[config.mk]
export PLATFORM = sky130hd
export DESIGN_NAME = periodic_task_dispatcher
export DESIGN_NICKNAME = d
export VERILOG_FILES = /design/src/rtl/core/ptd_pkg.sv /design/src/rtl/core/periodic_task_dispatcher.sv /design/src/rtl/core/ptd_load_unit.sv
export SDC_FILE = /design/constraint.sdc
export NUM_CORES = 1
export LEC_CHECK = 0
export BUFFER_PORTS_ARGS = -buffer_cell sky130_fd_sc_hd__buf_2
export CORE_MARGIN = 5
export CORE_UTILIZATION = 40
export DETAILED_ROUTE_END_ITERATION = 6
export GPL_TIMING_DRIVEN = 0
export PLACE_DENSITY = 0.53
export REMOVE_ABC_BUFFERS = 1
export SYNTH_ARGS = -nofsm -noshare
export SYNTH_HDL_FRONTEND = slang
export SYNTH_HIERARCHICAL = 1
export SYNTH_SLANG_ARGS = --single-unit
[constraint.sdc]
create_clock -name clock -period 7.8 [get_ports clock]
set_input_delay 1.17 -clock clock [delete_from_list [all_inputs] [get_ports clock]]
set_output_delay 1.17 -clock clock [all_outputs]
set_load 0.02 [all_outputs]
[src/rtl/core/ptd_pkg.sv]
// shared types, codes and microcode table of the periodic task dispatcher
`timescale 1ns / 1ps
`default_nettype none

package ptd_pkg;

   // load arithmetic
   localparam logic [6:0] PERCENT   = 7'd100;
   localparam int         QUOT_BITS = 7;

   // request opcodes
   localparam logic [1:0] OP_TICK      = 2'd0;
   localparam logic [1:0] OP_SUSPEND   = 2'd1;
   localparam logic [1:0] OP_CONFIGURE = 2'd2;

   // response kinds
   localparam logic KIND_DISPATCH = 1'b0;
   localparam logic KIND_REPORT   = 1'b1;

   // program steps
   localparam logic [2:0] PC_IDLE   = 3'd0;
   localparam logic [2:0] PC_WALK   = 3'd1;
   localparam logic [2:0] PC_MUL    = 3'd2;
   localparam logic [2:0] PC_DIV    = 3'd3;
   localparam logic [2:0] PC_REPORT = 3'd4;

   // jump conditions: jump to target when true, else hold the step
   localparam logic [2:0] COND_NEVER     = 3'd0;
   localparam logic [2:0] COND_TICK      = 3'd1;
   localparam logic [2:0] COND_LAST_TASK = 3'd2;
   localparam logic [2:0] COND_DIV_DONE  = 3'd3;
   localparam logic [2:0] COND_ALWAYS    = 3'd4;

   typedef struct packed {
      logic       accept;
      logic       walk;
      logic       mul;
      logic       div;
      logic       report;
      logic [2:0] cond;
      logic [2:0] target;
   } ctl_type;

   typedef struct packed {
      logic mul;
      logic div;
   } ld_ctl_type;

   function automatic ctl_type ucode_rom(input logic [2:0] pc);
      ctl_type w;
      w = '{accept: 1'b1, walk: 1'b0, mul: 1'b0, div: 1'b0, report: 1'b0,
            cond: COND_TICK, target: PC_WALK};
      case (pc)
         PC_IDLE: begin
            w = '{accept: 1'b1, walk: 1'b0, mul: 1'b0, div: 1'b0, report: 1'b0,
                  cond: COND_TICK, target: PC_WALK};
         end
         PC_WALK: begin
            w = '{accept: 1'b0, walk: 1'b1, mul: 1'b0, div: 1'b0, report: 1'b0,
                  cond: COND_LAST_TASK, target: PC_MUL};
         end
         PC_MUL: begin
            w = '{accept: 1'b0, walk: 1'b0, mul: 1'b1, div: 1'b0, report: 1'b0,
                  cond: COND_ALWAYS, target: PC_DIV};
         end
         PC_DIV: begin
            w = '{accept: 1'b0, walk: 1'b0, mul: 1'b0, div: 1'b1, report: 1'b0,
                  cond: COND_DIV_DONE, target: PC_REPORT};
         end
         PC_REPORT: begin
            w = '{accept: 1'b0, walk: 1'b0, mul: 1'b0, div: 1'b0, report: 1'b1,
                  cond: COND_ALWAYS, target: PC_IDLE};
         end
         default: begin
            w = '{accept: 1'b0, walk: 1'b0, mul: 1'b0, div: 1'b0, report: 1'b0,
                  cond: COND_ALWAYS, target: PC_IDLE};
         end
      endcase
      return w;
   endfunction

endpackage

`default_nettype wire

[src/rtl/core/periodic_task_dispatcher.sv]
// top level of the periodic task dispatcher: task table, microcoded walk, load report
// a tick runs through accept, a walk step per task, multiply, the bit-serial divide and
// report; suspend and configure finish in the accept step. A step that must emit stalls
// while the response side holds a pending transaction; the next request waits until
// the program is back idle
// reset: synchronous; clears marks, peak load, step counter, output valid; reload 16000
`timescale 1ns / 1ps
`default_nettype none

module periodic_task_dispatcher
   import ptd_pkg::*;
#(
   parameter int NUM_TASKS = 8
)(
   input  wire logic        clock,
   input  wire logic        reset,

   // request channel
   input  wire logic        req_tvalid,
   output logic             req_tready,
   // tdata, low bit up: task_index[3], period_ticks[16], first_delay[16],
   // busy_count[24], missed_ticks[8], zero fill[5]
   input  wire logic [71:0] req_tdata,
   // tuser: opcode[2]
   input  wire logic [1:0]  req_tuser,

   // response channel
   output logic             rsp_tvalid,
   input  wire logic        rsp_tready,
   // tdata, low bit up: task_index_res[3], cpu_load[15], max_cpu_load[15],
   // zero fill[7]
   output logic [39:0]      rsp_tdata,
   // tuser: kind[1]
   output logic             rsp_tuser,
   output logic             rsp_tlast,

   // configuration: timer_reload
   input  wire logic        csr_we,
   input  wire logic [23:0] csr_wdata
);

   localparam int TW = (NUM_TASKS > 1) ? $clog2(NUM_TASKS) : 1;
   localparam logic [TW-1:0] LAST_TASK = TW'(NUM_TASKS - 1);

   // request fields
   logic [1:0]  req_op;
   logic [2:0]  req_idx;
   logic [15:0] req_period;
   logic [15:0] req_delay;
   logic [23:0] req_busy;
   logic [7:0]  req_missed;
   logic        req_accept;

   assign req_op     = req_tuser;
   assign req_idx    = req_tdata[2:0];
   assign req_period = req_tdata[18:3];
   assign req_delay  = req_tdata[34:19];
   assign req_busy   = req_tdata[58:35];
   assign req_missed = req_tdata[66:59];

   // sequencer and datapath state
   logic [2:0]           pc_ff, pc_in;
   logic [TW-1:0]        task_ff, task_in;
   logic [23:0]          reload_ff, reload_in;
   logic [23:0]          busy_ff, busy_in;
   logic [7:0]           missed_ff, missed_in;
   logic [14:0]          peak_ff, peak_in;
   logic [NUM_TASKS-1:0] cfg_ff, cfg_in;
   logic [NUM_TASKS-1:0] susp_ff, susp_in;
   logic [15:0]          period_ff [NUM_TASKS];
   logic [15:0]          cd_ff [NUM_TASKS];

   // output register
   logic        rsp_valid_ff, rsp_valid_in;
   logic        rsp_kind_ff, rsp_kind_in;
   logic        rsp_last_ff, rsp_last_in;
   logic [2:0]  rsp_idx_ff, rsp_idx_in;
   logic [14:0] rsp_load_ff, rsp_load_in;
   logic [14:0] rsp_max_ff, rsp_max_in;

   ctl_type              ctl;
   ld_ctl_type           ld_ctl;
   logic [QUOT_BITS-1:0] quot;
   logic                 div_last;

   logic          out_free;
   logic          stall;
   logic          take;
   logic          dispatch;
   logic [15:0]   cd_sel;
   logic [15:0]   cd_next;
   logic          idx_ok;
   logic [TW-1:0] widx;
   logic [14:0]   load;

   assign ctl = ucode_rom(pc_ff);

   assign out_free   = !rsp_valid_ff || rsp_tready;
   assign req_tready = ctl.accept;
   assign req_accept = req_tvalid && req_tready;

   // task under the walk: ready, configured and counted down to zero
   assign dispatch = cfg_ff[task_ff] && !susp_ff[task_ff] && (cd_ff[task_ff] == 16'd0);
   assign cd_sel   = dispatch ? period_ff[task_ff] : cd_ff[task_ff];
   assign cd_next  = (cd_sel != 16'd0) ? cd_sel - 16'd1 : 16'd0;

   // a step that must emit waits for the output register
   assign stall = ((ctl.walk && dispatch) || ctl.report) && !out_free;

   assign idx_ok = (32'(req_idx) < NUM_TASKS);
   assign widx   = TW'(req_idx);

   // busy percentage plus whole missed ticks
   assign load = 15'(missed_ff) * 15'(PERCENT) + 15'(quot);

   assign ld_ctl = '{mul: ctl.mul, div: ctl.div};

   ptd_load_unit u_load (
      .clock    (clock),
      .ctl      (ld_ctl),
      .busy     (busy_ff),
      .reload   (reload_ff),
      .quot     (quot),
      .div_last (div_last)
   );

   // jump condition
   always_comb begin
      case (ctl.cond)
         COND_NEVER:     take = 1'b0;
         COND_TICK:      take = req_accept && (req_op == OP_TICK);
         COND_LAST_TASK: take = (task_ff == LAST_TASK);
         COND_DIV_DONE:  take = div_last;
         COND_ALWAYS:    take = 1'b1;
         default:        take = 1'b0;
      endcase
   end

   always_comb begin
      pc_in        = pc_ff;
      task_in      = task_ff;
      reload_in    = csr_we ? csr_wdata : reload_ff;
      busy_in      = busy_ff;
      missed_in    = missed_ff;
      peak_in      = peak_ff;
      cfg_in       = cfg_ff;
      susp_in      = susp_ff;
      rsp_valid_in = rsp_valid_ff && !rsp_tready;
      rsp_kind_in  = rsp_kind_ff;
      rsp_last_in  = rsp_last_ff;
      rsp_idx_in   = rsp_idx_ff;
      rsp_load_in  = rsp_load_ff;
      rsp_max_in   = rsp_max_ff;

      if (!stall) begin
         if (take) begin
            pc_in = ctl.target;
         end

         // idle: decode the accepted request
         if (req_accept) begin
            case (req_op)
               OP_TICK: begin
                  busy_in   = req_busy;
                  missed_in = req_missed;
                  task_in   = '0;
               end
               OP_SUSPEND: begin
                  if (idx_ok) begin
                     susp_in[widx] = 1'b1;
                  end
               end
               OP_CONFIGURE: begin
                  if (idx_ok) begin
                     cfg_in[widx]  = 1'b1;
                     susp_in[widx] = 1'b0;
                  end
               end
               default: begin
               end
            endcase
         end

         // walk: one task a step, dispatch goes to the output register
         if (ctl.walk) begin
            task_in = task_ff + TW'(1);
            if (dispatch) begin
               rsp_valid_in = 1'b1;
               rsp_kind_in  = KIND_DISPATCH;
               rsp_last_in  = 1'b0;
               rsp_idx_in   = 3'(task_ff);
               rsp_load_in  = '0;
               rsp_max_in   = '0;
            end
         end

         // report closes the tick
         if (ctl.report) begin
            peak_in      = (load > peak_ff) ? load : peak_ff;
            rsp_valid_in = 1'b1;
            rsp_kind_in  = KIND_REPORT;
            rsp_last_in  = 1'b1;
            rsp_idx_in   = '0;
            rsp_load_in  = load;
            rsp_max_in   = (load > peak_ff) ? load : peak_ff;
         end
      end
   end

   // task table entries, written by configure or by the walk
   always_ff @(posedge clock) begin
      if (req_accept && (req_op == OP_CONFIGURE) && idx_ok) begin
         period_ff[widx] <= req_period;
         cd_ff[widx]     <= req_delay;
      end else if (ctl.walk && !stall && cfg_ff[task_ff]) begin
         cd_ff[task_ff] <= cd_next;
      end
   end

   always_ff @(posedge clock) begin
      if (reset) begin
         pc_ff        <= PC_IDLE;
         reload_ff    <= 24'd16000;
         peak_ff      <= '0;
         cfg_ff       <= '0;
         susp_ff      <= '0;
         rsp_valid_ff <= 1'b0;
      end else begin
         pc_ff        <= pc_in;
         reload_ff    <= reload_in;
         peak_ff      <= peak_in;
         cfg_ff       <= cfg_in;
         susp_ff      <= susp_in;
         rsp_valid_ff <= rsp_valid_in;
      end
   end

   always_ff @(posedge clock) begin
      task_ff     <= task_in;
      busy_ff     <= busy_in;
      missed_ff   <= missed_in;
      rsp_kind_ff <= rsp_kind_in;
      rsp_last_ff <= rsp_last_in;
      rsp_idx_ff  <= rsp_idx_in;
      rsp_load_ff <= rsp_load_in;
      rsp_max_ff  <= rsp_max_in;
   end

   assign rsp_tvalid = rsp_valid_ff;
   assign rsp_tdata  = {7'd0, rsp_max_ff, rsp_load_ff, rsp_idx_ff};
   assign rsp_tuser  = rsp_kind_ff;
   assign rsp_tlast  = rsp_last_ff;

   // an accepted tick always starts the walk
   a_tick_starts_walk: assert property (@(posedge clock) disable iff (reset)
      (req_accept && (req_op == OP_TICK)) |=> (pc_ff == PC_WALK))
      else $error("tick transaction did not start the task walk");

   // busy part of the load never exceeds one hundred percent
   a_quot_bound: assert property (@(posedge clock) disable iff (reset)
      (pc_ff == PC_REPORT) |-> (quot <= PERCENT))
      else $error("busy percentage above one hundred");

   // a report ends the tick and carries a peak no lower than its load
   a_report_shape: assert property (@(posedge clock) disable iff (reset)
      (rsp_valid_ff && (rsp_kind_ff == KIND_REPORT)) |->
         (rsp_last_ff && (rsp_max_ff >= rsp_load_ff)))
      else $error("load report without last or with peak below load");

endmodule

`default_nettype wire

[src/rtl/core/ptd_load_unit.sv]
// busy percentage unit: one multiply, then a restoring divide one bit per cycle
`timescale 1ns / 1ps
`default_nettype none

module ptd_load_unit
   import ptd_pkg::*;
(
   input  wire logic                 clock,
   input  wire ld_ctl_type           ctl,
   input  wire logic [23:0]          busy,
   input  wire logic [23:0]          reload,
   output logic      [QUOT_BITS-1:0] quot,
   output logic                      div_last
);

   localparam int KW = $clog2(QUOT_BITS);

   logic [30:0]          rem_ff, rem_in;
   logic [QUOT_BITS-1:0] q_ff, q_in;
   logic [KW-1:0]        k_ff, k_in;
   logic                 zero_ff, zero_in;

   logic [23:0] busy_sat;
   logic [30:0] dsh;

   always_comb begin
      busy_sat = (busy > reload) ? reload : busy;
      dsh      = {7'd0, reload} << k_ff;
      rem_in   = rem_ff;
      q_in     = q_ff;
      k_in     = k_ff;
      zero_in  = zero_ff;
      if (ctl.mul) begin
         rem_in  = 31'(busy_sat) * 31'(PERCENT);
         q_in    = '0;
         k_in    = KW'(QUOT_BITS - 1);
         zero_in = (reload == 24'd0);
      end else if (ctl.div) begin
         if (rem_ff >= dsh) begin
            rem_in = rem_ff - dsh;
            q_in   = {q_ff[QUOT_BITS-2:0], 1'b1};
         end else begin
            q_in   = {q_ff[QUOT_BITS-2:0], 1'b0};
         end
         k_in = k_ff - KW'(1);
      end
   end

   always_ff @(posedge clock) begin
      rem_ff  <= rem_in;
      q_ff    <= q_in;
      k_ff    <= k_in;
      zero_ff <= zero_in;
   end

   assign quot     = zero_ff ? '0 : q_ff;
   assign div_last = (k_ff == '0);

endmodule

`default_nettype wire
==> reports/qor.yml <==
synth:
  synth_area_leader_cell: "edfxtp_1"
  synth_seq_cells: 429
  synth-xor-area-share_pct: 2.60
  async_flop_share_pct: 0
  synth_top_family_by_area: "multiplexers"
  synthMuxAreaShare_pct: 11.6
  synth-compound-area-share_pct: 10.8
  synth_edf_count: 355
  synthFlopType: "edfxtp_1"
  seq_area_frac_synth_pct: 50.1
  syn_inst: 1957
  postSynthAreaPerCell_um2: 12.4
  synth_warnings: 6
  synthAdderAreaFrac_pct: 11.6
  synth-simple-area-share_pct: 9.86
  yosysUniqueCellTypes: 90
  synthesis.area_um2: 24200
  yosysTopAreaCellShare_pct: 44.0
  synth_area_leaders: "edfxtp_1 (44%), ha_1 (9.6%), mux4_2 (7.6%)"
floorplan:
  fp.dieW_um: 256
  ioPinCount: 147
  core_um2: 60100
  dieArea_um2: 65600
  row_count: 90
  initial_utilization_pct: 40.3
  die_h_um: 256
timing:
  relSlewSlack_pct: 18.1
  rsz0062_at_grt: "no"
  skew_ns: 0.0310
  min_period_over_period_pct: 89.6
  min_period_ns: 6.99
  hold_slack_ns: 0.465
  worstMarginPinSlew_ns: 1.23
  setup_viol: 0
  timing_hold_violations_final: 0
  fmax_ghz: 0.143
  maxSlewViolCount: 0
  setup_ws_ns: 0.808
drt:
  dr.pass1.iters: 7
  wl_met1_um: 27200
  drc: 0
  top_layer: "met5"
  vias_per_cell: 5.45
  drt_wl_total_um: 58400
  vias: 15800
  routed-wl-met3_um: 3000
  postRouteAntennaNets: 0
  wl_met2_um: 26700
  wl_per_cell_um: 20.1
  drt_iter0_markers: 919
clocking:
  cts.clk_slew.worst_paths_ns: 0.06
  cts-root-buf: "clkbuf_16"
  cts_tree: "done"
  post-cts-setup-buffers: 0
  clk_latency_ns: 0.60
  h-tree-depth: 2
  numCtsBuffers: 49
  clock-sinks: 429
  cts_buffer_depth: 3
global_route:
  grt_max_degree: 60
  grt_overflow: 0
  track_usage_pct: 17.4
  grt_pass1_wl_um: 91300
  antenna_found_initial: 3
  grt_pass1_vias: 16100
power:
  p_total_uw: 6400
  ir_drop_mv: 0.184
  leakage_uw: 0.0105
  cellPowerDensity_nw_per_um2: 234
hold_path:
  hp-class: "reg2reg"
outcome:
  status: "finished, final reports clean"
final_layout:
  syn_to_final_growth_pct: 13.1
  drive_gt1_share_pct: 17.6
  final_cells: 2904
  antennaDiodeCount: 0
  fillCellCount: 5458
  nNetsFinal: 2397
worst_setup_path:
  path_class: "reg2reg"
  required_ns: 8.14
  cp.arrival_ns: 7.34
  crit_fanout: 48
  crit_path_end_kind: "flop"
  start_kind: "flop"
job:
  cap_violations: 0
place:
  placed_cells: 2815
  place.gp.congestion: 0.835
  post-dp-hpwl_um: 42900
  port_buffers: 134
  pre_cts_slack_ns: 0.396
cells in the mapped netlist (24+ instances only):
| master | instances |
|---|---|
| nand2_1 | 134 |
| xor2_1 | 27 |
| a21o_1 | 36 |
| fa_1 | 24 |
| nor2_1 | 158 |
| nand3_1 | 32 |
| o21ai_0 | 59 |
| nor2b_1 | 27 |
| a22o_1 | 28 |
| clkbuf_1 | 45 |
| mux4_2 | 82 |
| a21oi_1 | 107 |
| edfxtp_1 | 355 |
| mux2i_1 | 79 |
| dfxtp_1 | 74 |
| inv_1 | 95 |
| xnor2_1 | 45 |
| ha_1 | 186 |
path summary, 6_finish.rpt:
path              cells past startpoint           from  slack [ns]                end
hold / removal                        2      cfg_ff[3]        0.47          cfg_ff[3]
hold reg to reg                       2      cfg_ff[3]        0.47          cfg_ff[3]
setup / recovery                     24  reload_ff[21]        0.81  u_load/rem_ff[22]
setup reg to reg                     24  reload_ff[21]        0.81  u_load/rem_ff[22]
worst max-delay path: stages, from the launching register on:
cell,delay (ns)
dfxtp_1,0.45
inv_1,0.17
ha_1,0.32
a21o_1,0.19
a21o_1,0.17
a21oi_1,0.26
o21ai_0,0.14
a211oi_1,0.23
a21o_2,0.60
mux2_1,0.52
ha_1,0.33
ha_1,0.28
inv_1,0.05
fa_1,0.49
inv_1,0.04
ha_1,0.36
a211oi_1,0.31
nor2_1,0.10
o31ai_1,0.42
a22o_1,0.36
o21ai_1,0.09
a21oi_1,0.29
o21ai_0,0.14
xor2_1,0.19
a32o_1,0.22
cells by family after synthesis:
group | count (synthesis)
AND/OR/NAND/NOR | 497
multiplexers | 175
flip-flops | 429
other | 1
buffers and inverters | 186
adder cells (fa/ha/maj) | 210
XOR/XNOR | 72
AO/OA/AOI/OAI | 387
state kept, by name, indices dropped and copies added, names as in the netlist, 15 cells and up, named ones only:
signal and cells:
u_load/rem_ff 31, peak_ff 15, rsp_max_ff 15, busy_ff 24, rsp_load_ff 15, period_ff 128
cd_ff 128, reload_ff 24
placed cells by master (no fill, tap or decap), drive strengths merged, types with 28 or more instances in the layout:
| master | netlist | routed |
|---|---|---|
| buf | 43 | 158 |
| ha | 186 | 186 |
| a21oi | 110 | 110 |
| nand2 | 135 | 135 |
| dfxtp | 74 | 74 |
| mux4 | 82 | 82 |
| inv | 97 | 98 |
| clkbuf | 45 | 63 |
| mux2i | 81 | 81 |
| o21ai | 69 | 69 |
| edfxtp | 355 | 355 |
| nor2 | 158 | 158 |
| a22o | 28 | 28 |
| a21o | 36 | 36 |
| nand3 | 33 | 33 |
| xnor2 | 45 | 45 |
per-layer routing:
layer	vias to the layer above	global-route usage, %
met1	7696	24.7
li1	7634	-
met5	-	0
met2	416	27.9
met4	2	4.45
met3	89	3.18
power by group:
| group | internal, µW | switching (µW) | leakage (µW) | total, µW |
|---|---|---|---|---|
| registers | 2510 | 111 | 0.00384 | 2620 |
| clock network | 1200 | 928 | 0.000728 | 2130 |
| logic | 722 | 930 | 0.00591 | 1650 |
| total | 4430 | 1970 | 0.0105 | 6400 |
metrics by stage:
stage / util, % / setup TNS [ns] / cell area (µm²)
floorplan: - / 0 / 23800
finish: 45.6 / 0 / 27400
detailed placement: 43.1 / 0 / 25900
global placement: 42.3 / -238.75 / 25500
CTS: 45.6 / 0 / 27400
global route: 45.6 / 0 / 27400
timing repair:
action	CTS	global route
setup endpoints to repair	0	5
hold buffers	0	0
gates resized for setup	0	1
final cells by class:
type | instances | area, µm² | area share [%]
Clock buffer | 63 | 1280 | 4.66
Clock inverter | 26 | 208 | 0.758
Inverter | 98 | 368 | 1.34
Multi-Input combinational cell | 1348 | 11400 | 41.5
Sequential cell | 429 | 12200 | 44.3
Tap cell | 782 | 978 | 3.57
Timing Repair Buffer | 158 | 1050 | 3.85
No activity file was read; power rests on OpenSTA's default activity.
